[config.mk]
export PLATFORM = sky130hd
export DESIGN_NAME = i2c_master_transfer_sequencer
export DESIGN_NICKNAME = d
export VERILOG_FILES = /design/src/i2cms_pkg.sv /design/src/i2c_master_transfer_sequencer.sv /design/src/i2cms_step.sv
export SDC_FILE = /design/constraint.sdc
export NUM_CORES = 1
export LEC_CHECK = 0
export ABC_AREA = 1
export BUFFER_PORTS_ARGS = -buffer_cell sky130_fd_sc_hd__buf_4
export CAP_MARGIN = 20
export CORE_MARGIN = 1
export CORE_UTILIZATION = 50
export CTS_CLUSTER_DIAMETER = 120
export DETAILED_ROUTE_END_ITERATION = 8
export PLACE_DENSITY = 0.74
export SLEW_MARGIN = 20
export SYNTH_ARGS = -nofsm -noshare
export SYNTH_HDL_FRONTEND = slang
export SYNTH_SLANG_ARGS = --single-unit
[constraint.sdc]
create_clock -name i_clk -period 2.5 [get_ports i_clk]
set_clock_uncertainty 0.1 [all_clocks]
set_input_delay 0.25 -clock i_clk [delete_from_list [all_inputs] [get_ports i_clk]]
set_output_delay 0.25 -clock i_clk [all_outputs]
set_load 0.1 [all_outputs]
[src/i2cms_pkg.sv]
// Shared types, codes and flag masks for the I2C master transfer sequencer.
// No dependencies; every other file refers to it by scoped names.
package i2cms_pkg;

    localparam int COUNT_WIDTH_DEF = 8;

    localparam int IN_DATA_W  = 48;
    localparam int IN_USER_W  = 2;
    localparam int OUT_DATA_W = 40;
    localparam int OUT_USER_W = 4;

    typedef enum logic [1:0] {
        MODE_START_WR = 2'd0,
        MODE_START_RD = 2'd1,
        MODE_STATUS   = 2'd2,
        MODE_RSVD     = 2'd3
    } t_mode;

    typedef enum logic [3:0] {
        ACT_NONE      = 4'd0,
        ACT_START_WR  = 4'd1,
        ACT_START_RD  = 4'd2,
        ACT_SEND      = 4'd3,
        ACT_SEND_LAST = 4'd4,
        ACT_LAST      = 4'd5,
        ACT_ACK       = 4'd6,
        ACT_NACK_STOP = 4'd7,
        ACT_CLEAR     = 4'd8,
        ACT_RESET     = 4'd9
    } t_action;

    typedef enum logic [5:0] {
        ST_IDLE    = 6'b000001,
        ST_WR_ACT  = 6'b000010,
        ST_WR_DONE = 6'b000100,
        ST_RD_ACT  = 6'b001000,
        ST_RD_DONE = 6'b010000,
        ST_ERROR   = 6'b100000
    } t_state;

    localparam logic [2:0] DRV_IDLE    = 3'd0;
    localparam logic [2:0] DRV_WR_ACT  = 3'd1;
    localparam logic [2:0] DRV_WR_DONE = 3'd2;
    localparam logic [2:0] DRV_RD_ACT  = 3'd3;
    localparam logic [2:0] DRV_RD_DONE = 3'd4;
    localparam logic [2:0] DRV_ERROR   = 3'd5;

    localparam logic FAULT_NONE     = 1'b0;
    localparam logic FAULT_NO_REACT = 1'b1;

    localparam logic [9:0] F_BUSY     = 10'h001;
    localparam logic [9:0] F_TXREQ    = 10'h002;
    localparam logic [9:0] F_LINEFREE = 10'h004;
    localparam logic [9:0] F_BUSERR   = 10'h008;
    localparam logic [9:0] F_STOP     = 10'h010;
    localparam logic [9:0] F_STRETCH  = 10'h020;
    localparam logic [9:0] F_RW       = 10'h040;
    localparam logic [9:0] F_ACK      = 10'h080;
    localparam logic [9:0] F_RXREQ    = 10'h100;
    localparam logic [9:0] F_ADDRDATA = 10'h200;

    localparam logic [9:0] F_COMMON  = F_BUSERR | F_BUSY | F_STOP | F_STRETCH | F_RW;
    localparam logic [9:0] START_CARE = F_BUSY | F_TXREQ | F_LINEFREE;
    localparam logic [9:0] START_WANT = F_TXREQ | F_LINEFREE;
    localparam logic [9:0] WR_CARE    = F_COMMON | F_ACK | F_TXREQ;
    localparam logic [9:0] WR_WANT    = F_BUSY | F_STRETCH | F_TXREQ;
    localparam logic [9:0] RDACK_CARE = F_COMMON | F_RXREQ | F_ACK;
    localparam logic [9:0] RDACK_WANT = F_BUSY | F_STRETCH | F_RW;
    localparam logic [9:0] RDDAT_CARE = F_COMMON | F_RXREQ | F_ADDRDATA;
    localparam logic [9:0] RDDAT_WANT = F_BUSY | F_STRETCH | F_RW | F_RXREQ;

    typedef struct packed {
        t_mode      mode;
        logic [6:0] slave_address;
        logic [7:0] byte_count;
        logic [9:0] status_flags;
        logic [7:0] tx_byte;
        logic [7:0] rx_byte;
    } t_in;

    typedef struct packed {
        t_state     state;
        logic [6:0] target_address;
        logic       fault_code;
    } t_ctx;

    typedef struct packed {
        t_action    action;
        logic [6:0] bus_address;
        logic [7:0] tx_data;
        logic [7:0] rx_data;
        logic       rx_valid;
        logic [2:0] driver_state;
        logic       error_code;
        logic [7:0] remaining;
    } t_out;

    function automatic logic [2:0] drv_code(t_state s);
        logic [2:0] c;
        case (s)
            ST_IDLE:    c = DRV_IDLE;
            ST_WR_ACT:  c = DRV_WR_ACT;
            ST_WR_DONE: c = DRV_WR_DONE;
            ST_RD_ACT:  c = DRV_RD_ACT;
            ST_RD_DONE: c = DRV_RD_DONE;
            ST_ERROR:   c = DRV_ERROR;
            default:    c = DRV_IDLE;
        endcase
        return c;
    endfunction

endpackage

[src/i2c_master_transfer_sequencer.sv]
// Top level of the I2C master transfer sequencer: input register, sequencer
// state, result register. Depends on i2cms_pkg and i2cms_step.
//
//  channel | dir | handshake             | tuser       | tdata
//  s       | in  | i_s_tvalid/o_s_tready | mode        | address,count,flags,tx,rx
//  m       | out | o_m_tvalid/i_m_tready | action      | address,tx,rx,rx_valid,...
//
// One word per cycle sustained while i_m_tready is high; a result is shown after its word
// passes the input register, then the result register, with the state update in between.
// Reset clears the sequencer state, counter, address, fault and both valid flags.
// When the result register is held by a low i_m_tready, the input register
// fills and o_s_tready drops until the result is taken.
module i2c_master_transfer_sequencer #(
    parameter int COUNT_WIDTH = i2cms_pkg::COUNT_WIDTH_DEF
) (
    input  logic                             i_clk,
    input  logic                             i_rst_n,
    input  logic                             i_s_tvalid,
    output logic                             o_s_tready,
    // [6:0] slave_address, [14:7] byte_count, [24:15] status_flags,
    // [32:25] tx_byte, [40:33] rx_byte, [47:41] zero
    input  logic [i2cms_pkg::IN_DATA_W-1:0]  i_s_tdata,
    // [1:0] mode
    input  logic [i2cms_pkg::IN_USER_W-1:0]  i_s_tuser,
    output logic                             o_m_tvalid,
    input  logic                             i_m_tready,
    // [6:0] bus_address, [14:7] tx_data, [22:15] rx_data, [23] rx_valid,
    // [26:24] driver_state, [27] error_code, [35:28] remaining, [39:36] zero
    output logic [i2cms_pkg::OUT_DATA_W-1:0] o_m_tdata,
    // [3:0] action
    output logic [i2cms_pkg::OUT_USER_W-1:0] o_m_tuser
);

    logic                   r_in_valid;
    i2cms_pkg::t_in         r_in;
    i2cms_pkg::t_in         w_item;
    i2cms_pkg::t_ctx        r_ctx;
    i2cms_pkg::t_ctx        n_ctx;
    logic [COUNT_WIDTH-1:0] r_left;
    logic [COUNT_WIDTH-1:0] n_left;
    logic                   r_out_valid;
    i2cms_pkg::t_out        r_out;
    i2cms_pkg::t_out        n_out;
    logic                   w_adv;

    assign w_item.mode          = i2cms_pkg::t_mode'(i_s_tuser[1:0]);
    assign w_item.slave_address = i_s_tdata[6:0];
    assign w_item.byte_count    = i_s_tdata[14:7];
    assign w_item.status_flags  = i_s_tdata[24:15];
    assign w_item.tx_byte       = i_s_tdata[32:25];
    assign w_item.rx_byte       = i_s_tdata[40:33];

    assign w_adv      = !r_out_valid || i_m_tready;
    assign o_s_tready = !r_in_valid || w_adv;

    i2cms_step #(
        .COUNT_WIDTH(COUNT_WIDTH)
    ) u_step (
        .i_item       (r_in),
        .i_ctx        (r_ctx),
        .i_bytes_left (r_left),
        .o_ctx        (n_ctx),
        .o_bytes_left (n_left),
        .o_result     (n_out)
    );

    always_ff @(posedge i_clk) begin
        if (!i_rst_n) begin
            r_in_valid <= 1'b0;
        end else if (o_s_tready) begin
            r_in_valid <= i_s_tvalid;
        end
    end

    always_ff @(posedge i_clk) begin
        if (o_s_tready && i_s_tvalid) begin
            r_in <= w_item;
        end
    end

    always_ff @(posedge i_clk) begin
        if (!i_rst_n) begin
            r_ctx.state          <= i2cms_pkg::ST_IDLE;
            r_ctx.target_address <= '0;
            r_ctx.fault_code     <= i2cms_pkg::FAULT_NONE;
            r_left               <= '0;
            r_out_valid          <= 1'b0;
        end else if (r_in_valid && w_adv) begin
            r_ctx       <= n_ctx;
            r_left      <= n_left;
            r_out_valid <= 1'b1;
        end else if (i_m_tready) begin
            r_out_valid <= 1'b0;
        end
    end

    always_ff @(posedge i_clk) begin
        if (r_in_valid && w_adv) begin
            r_out <= n_out;
        end
    end

    assign o_m_tvalid = r_out_valid;
    assign o_m_tuser  = r_out.action;
    assign o_m_tdata  = {4'b0000, r_out.remaining, r_out.error_code, r_out.driver_state,
                         r_out.rx_valid, r_out.rx_data, r_out.tx_data, r_out.bus_address};

endmodule

[src/i2cms_step.sv]
// Next-state and result logic for one word of the transfer sequencer.
// Depends on i2cms_pkg.
module i2cms_step #(
    parameter int COUNT_WIDTH = i2cms_pkg::COUNT_WIDTH_DEF
) (
    input  i2cms_pkg::t_in          i_item,
    input  i2cms_pkg::t_ctx         i_ctx,
    input  logic [COUNT_WIDTH-1:0]  i_bytes_left,
    output i2cms_pkg::t_ctx         o_ctx,
    output logic [COUNT_WIDTH-1:0]  o_bytes_left,
    output i2cms_pkg::t_out         o_result
);

    always_comb begin
        i2cms_pkg::t_ctx        ctx;
        logic [COUNT_WIDTH-1:0] left;
        i2cms_pkg::t_action     act;
        logic [6:0]             baddr;
        logic [7:0]             txd;
        logic [7:0]             rxd;
        logic                   rxv;
        logic                   sent;
        logic [9:0]             fl;

        ctx   = i_ctx;
        left  = i_bytes_left;
        act   = i2cms_pkg::ACT_NONE;
        baddr = '0;
        txd   = '0;
        rxd   = '0;
        rxv   = 1'b0;
        sent  = 1'b0;
        fl    = i_item.status_flags;

        case (i_item.mode)
            i2cms_pkg::MODE_START_WR, i2cms_pkg::MODE_START_RD: begin
                ctx.target_address = i_item.slave_address;
                left = COUNT_WIDTH'(i_item.byte_count);
                if ((fl & i2cms_pkg::START_CARE) == i2cms_pkg::START_WANT) begin
                    if (i_item.mode == i2cms_pkg::MODE_START_WR) begin
                        ctx.state = i2cms_pkg::ST_WR_ACT;
                        act = i2cms_pkg::ACT_START_WR;
                    end else begin
                        ctx.state = i2cms_pkg::ST_RD_ACT;
                        act = i2cms_pkg::ACT_START_RD;
                    end
                    baddr = i_item.slave_address;
                end else begin
                    ctx.state = i2cms_pkg::ST_ERROR;
                    ctx.fault_code = i2cms_pkg::FAULT_NO_REACT;
                end
            end
            i2cms_pkg::MODE_STATUS: begin
                case (i_ctx.state)
                    i2cms_pkg::ST_WR_ACT: begin
                        if ((fl & i2cms_pkg::WR_CARE) == i2cms_pkg::WR_WANT) begin
                            if (i_bytes_left != '0) begin
                                txd  = i_item.tx_byte;
                                left = i_bytes_left - COUNT_WIDTH'(1);
                                sent = 1'b1;
                            end
                            if (left == '0) begin
                                act = sent ? i2cms_pkg::ACT_SEND_LAST : i2cms_pkg::ACT_LAST;
                            end else begin
                                act = i2cms_pkg::ACT_SEND;
                            end
                        end else if ((fl & i2cms_pkg::F_STOP) != '0) begin
                            if ((fl & i2cms_pkg::F_BUSERR) != '0 || i_bytes_left != '0) begin
                                ctx.state = i2cms_pkg::ST_ERROR;
                                ctx.fault_code = i2cms_pkg::FAULT_NO_REACT;
                            end else begin
                                ctx.state = i2cms_pkg::ST_WR_DONE;
                                act = i2cms_pkg::ACT_CLEAR;
                            end
                        end
                    end
                    i2cms_pkg::ST_RD_ACT: begin
                        if ((fl & i2cms_pkg::RDACK_CARE) == i2cms_pkg::RDACK_WANT) begin
                            act = i2cms_pkg::ACT_ACK;
                        end else if ((fl & i2cms_pkg::RDDAT_CARE) == i2cms_pkg::RDDAT_WANT) begin
                            act = (i_bytes_left == COUNT_WIDTH'(1)) ?
                                  i2cms_pkg::ACT_NACK_STOP : i2cms_pkg::ACT_ACK;
                            rxd = i_item.rx_byte;
                            rxv = 1'b1;
                            if (i_bytes_left != '0) begin
                                left = i_bytes_left - COUNT_WIDTH'(1);
                            end
                        end else if ((fl & i2cms_pkg::F_STOP) != '0) begin
                            if ((fl & i2cms_pkg::F_BUSERR) != '0 || i_bytes_left != '0) begin
                                ctx.state = i2cms_pkg::ST_ERROR;
                                ctx.fault_code = i2cms_pkg::FAULT_NO_REACT;
                            end else begin
                                ctx.state = i2cms_pkg::ST_RD_DONE;
                                act = i2cms_pkg::ACT_CLEAR;
                            end
                        end
                    end
                    i2cms_pkg::ST_WR_DONE, i2cms_pkg::ST_RD_DONE: begin
                        ctx.state = i2cms_pkg::ST_IDLE;
                    end
                    i2cms_pkg::ST_ERROR: begin
                        ctx.state = i2cms_pkg::ST_IDLE;
                        ctx.target_address = '0;
                        ctx.fault_code = i2cms_pkg::FAULT_NONE;
                        left = '0;
                        act = i2cms_pkg::ACT_RESET;
                    end
                    default: begin
                    end
                endcase
            end
            default: begin
            end
        endcase

        o_ctx        = ctx;
        o_bytes_left = left;
        o_result.action       = act;
        o_result.bus_address  = baddr;
        o_result.tx_data      = txd;
        o_result.rx_data      = rxd;
        o_result.rx_valid     = rxv;
        o_result.driver_state = i2cms_pkg::drv_code(ctx.state);
        o_result.error_code   = ctx.fault_code;
        o_result.remaining    = 8'(left);
    end

endmodule

==> impl_results.md <==
- Status: completed
- Min-delay worst type: in -> reg
- Critical path class: reg -> reg
- Clk root buf: clkbuf_8
- Largest family of logic cells by synthesized area: simple AND/OR/NAND/NOR gates
- Top post-synthesis cells by count: nand2_1 (113), inv_1 (86), edfxtp_1 (83)
- Power per Cell Area: 631 mW/mm2
- Die Ht: 97.2 um
- Worst R2R End: o_m_tuser[0]
- Final core occ: 68.5%
- Area Growth Syn to Fin: 32.5%
- CP arrival: 2.24 ns
- DR vias: 3635
- Max-cap violation count: 0
- Post-route ant nets: 0
- Top-count cell post-synth: nand2_1
- CP peak stage delay: 0.36 ns
- Simple-Gate Fraction of Synth Area: 21.7%
- Pin count of the biggest net entering global routing: 25
- Cell family with the largest share of critical-path delay: simple AND/OR/NAND/NOR gates
- Vias in the first global route: 3555
- Hold Path End: o_m_tvalid
- Worst-margin pin slew: 0.552 ns
- R2R cell count: 13
- Final Max Slew Viols: 0
- Clk Latency, worst-skew pair: 0.38 ns
- Worst relative slew slack: 63.2%
- R2R Setup Slk: 0.28 ns
- GRT Overall Usage: 22.6%
- Final Cycle Share: 88.7%
- Met1 usage: 25.7%
- Post-route setup TNS: 0 ns
- Worst path cell trace: inv_1 > ha_1 > nand2_2 > nor2_8 > inv_4 > nand3_1 > nand2_1 > nor2_1 > nand2_1 > nand2_1 > nand2_1 > nand2_1 > nand2_1
- Non-Filler Instances: 734
- Via density: 4.95
- 1st-iter DRT viols: 170
- Type of origin of the critical path: flip-flop
- Synth Area in XOR/XNOR: 0.387%
- Synth area leaders: edfxtp_1 (55%), nand2_1 (9.4%), dfxtp_1 (7.5%)
- Share of the synthesized area in the top cell type: 55.0%
- DR WL/cell: 13.8 um
- Yosys top cell by area: edfxtp_1
- GRT met2 Usage: 40.3%
- FMAX: 451 MHz
- EDFF count, synth: 83
- RD Place Congestion: 0.883
- Syn_area_per_cell: 9.46 um2
- Hold_sp: i_m_tready
- H-tree levels: 3
- Placed insts: 675
- Initial antenna violation count: 0
- Min cycle time layout: 2.22 ns
- Cell Area, Synth: 0.00453 mm2
- Drt total wl: 10.2 mm
- Port bufs: 88
- CP max FO: 10
- Fin nets: 677
- First-pass GRT wire length: 16.5 mm
- CP Capture Type: flip-flop
- Initial Util: 51.7%
- Core area: 0.00876 mm2
- # IOs: 100
- Die W: 97.2 um
- Post-place setup slack: 0.381 ns
- Syn Inst Count: 479
- Area fraction in compound gates after synthesis: 5.91%
- Final setup violation count: 0
- CP max-delay cell: dfxtp_1
- Leakage power: 2.82 nW
- Synth warnings: 0
- CP Data Required Time: 2.52 ns
- Seq cells post-synth: 100
- Grt met3 use: 5.18%
- Seq/Total Area, Yosys: 62.5%
- Netlist cell types: 35
- Dominant synthesized flop cell: edfxtp_1
- Die ar.: 0.00945 mm2
- Worst vdd ir: 0.300 mV
- Clock sinks: 100
- Cts bufs inserted: 9
- Hold path depth: 4
- Worst path most repeated cell: nand2_1
- Asr flop ratio synth: 0%
- Worst Setup Slack, final: 0.282 ns
- Grt total ovfl: 0
- Adder-Cell Fraction of Synth Area: 0.552%
- Busiest grt layer: met2
- Mux cell area share after synthesis: 0%
- Max clock buf depth: 2
- DRC errors left: 0
- N_diodes: 0
- CTS tree: done
- Tot Pwr: 0.00379 W
- R2r startpoint: r_left[1]
- Unrepaired setup endpoints after global routing: false
- Ratio of cells with drive above 1 in the final layout: 22.0%
- TritonRoute pass-1 iters: 5
- Worst Path Buf+Inv: 2
- Number of post-CTS setup repair buffers: 0
- Final Hold Vio Count: 0
- Site Rows: 34
- Clock slew at reported path FFs: 0.11 ns
- DP HPWL: 6.57 mm
## tightest hold or removal path, delay by kind of cell
family | cells | cell delay (ns)
AOI/OAI and AO/OA | 1 | 0.06
buffers and inverters | 2 | 0.13
and+or+nand+nor | 1 | 0.08
## where the power goes
group	switching [W]	internal [W]
clock	0.000604	0.000487
sequential	0.0000449	0.00190
combinational	0.000518	0.000232
## cell type report
class / count / area (um2)
sequential: 100 / 2830
fill: 641 / 2760
multi-input combinational: 281 / 1320
timing repair buffer: 136 / 1140
inverter: 93 / 354
tap: 108 / 135
clock buffer: 9 / 124
clock inverter: 7 / 91.3
## registers in the layout, summed over array words and instances, names as in the netlist
register    cells
o_m_tuser       4
r_in_valid      1
r_left          8
r_in           43
r_ctx           7
o_m_tdata      36
o_m_tvalid      1
## cells in the final DEF (no fill, tap or decap), drive strengths merged
cell type,netlist,routed
a21oi,21,21
a22oi,1,1
buf,5,93
bufinv,0,1
clkbuf,3,9
clkinv,3,5
clkinvlp,0,1
conb,1,4
dfxtp,17,17
dlygate4sd3,0,43
edfxtp,83,83
ha,2,2
inv,90,93
nand2,119,119
nand3,31,31
nand3b,1,1
nand4,4,4
nor2,63,63
nor3,2,2
o2111ai,1,1
o21ai,27,27
o31ai,1,1
or2,2,2
xor2,2,2
## through the flow
stage          instance area [um2]  hold WS (ns)
6_report                      6000        0.0802
5_1_grt                       6000        0.0902
4_1_cts                       6000        0.0692
3_5_place_dp                  5360         0.329
3_3_place_gp                  5360         0.328
2_1_floorplan                 4560         0.249
## worst max-delay path by stage
| stage | start | end | slack, ns | cells past startpoint |
|---|---|---|---|---|
| 3_5_place_dp | r_left[1] | o_m_tdata[24] | 0.38 | 11 |
| 5_1_grt | r_left[1] | o_m_tuser[0] | 0.07 | 13 |
| 6_report | r_left[1] | o_m_tuser[0] | 0.28 | 13 |
| 2_1_floorplan | o_m_tvalid | r_in[0] | 0.17 | 3 |
| 3_3_place_gp | r_left[1] | o_m_tdata[24] | 0.40 | 11 |
| 4_1_cts | r_left[1] | o_m_tuser[0] | 0.33 | 13 |
## timing repair
item | in CTS | in global routing
resized for setup | 0 | 0
endpoints found under the setup margin | 0 | 0
endpoints found under the hold margin | 43 | 0
hold buffers | 43 | 0
## logic make-up after synthesis
kind of cell / Yosys count
compound gates: 51
xor+xnor: 2
fa+ha+maj: 2
buf+inv: 101
flops: 100
other cells: 1
simple gates: 222
## per-layer routing
layer  vias to the layer above  part of all wire, %
li1                       1812                    -
met1                      1666                   40
met2                       132                   52
met3                        25                  5.4
met4                         0                  3.0
met5                         -                    0
Note: power is estimated with default switching activity, not from simulation.
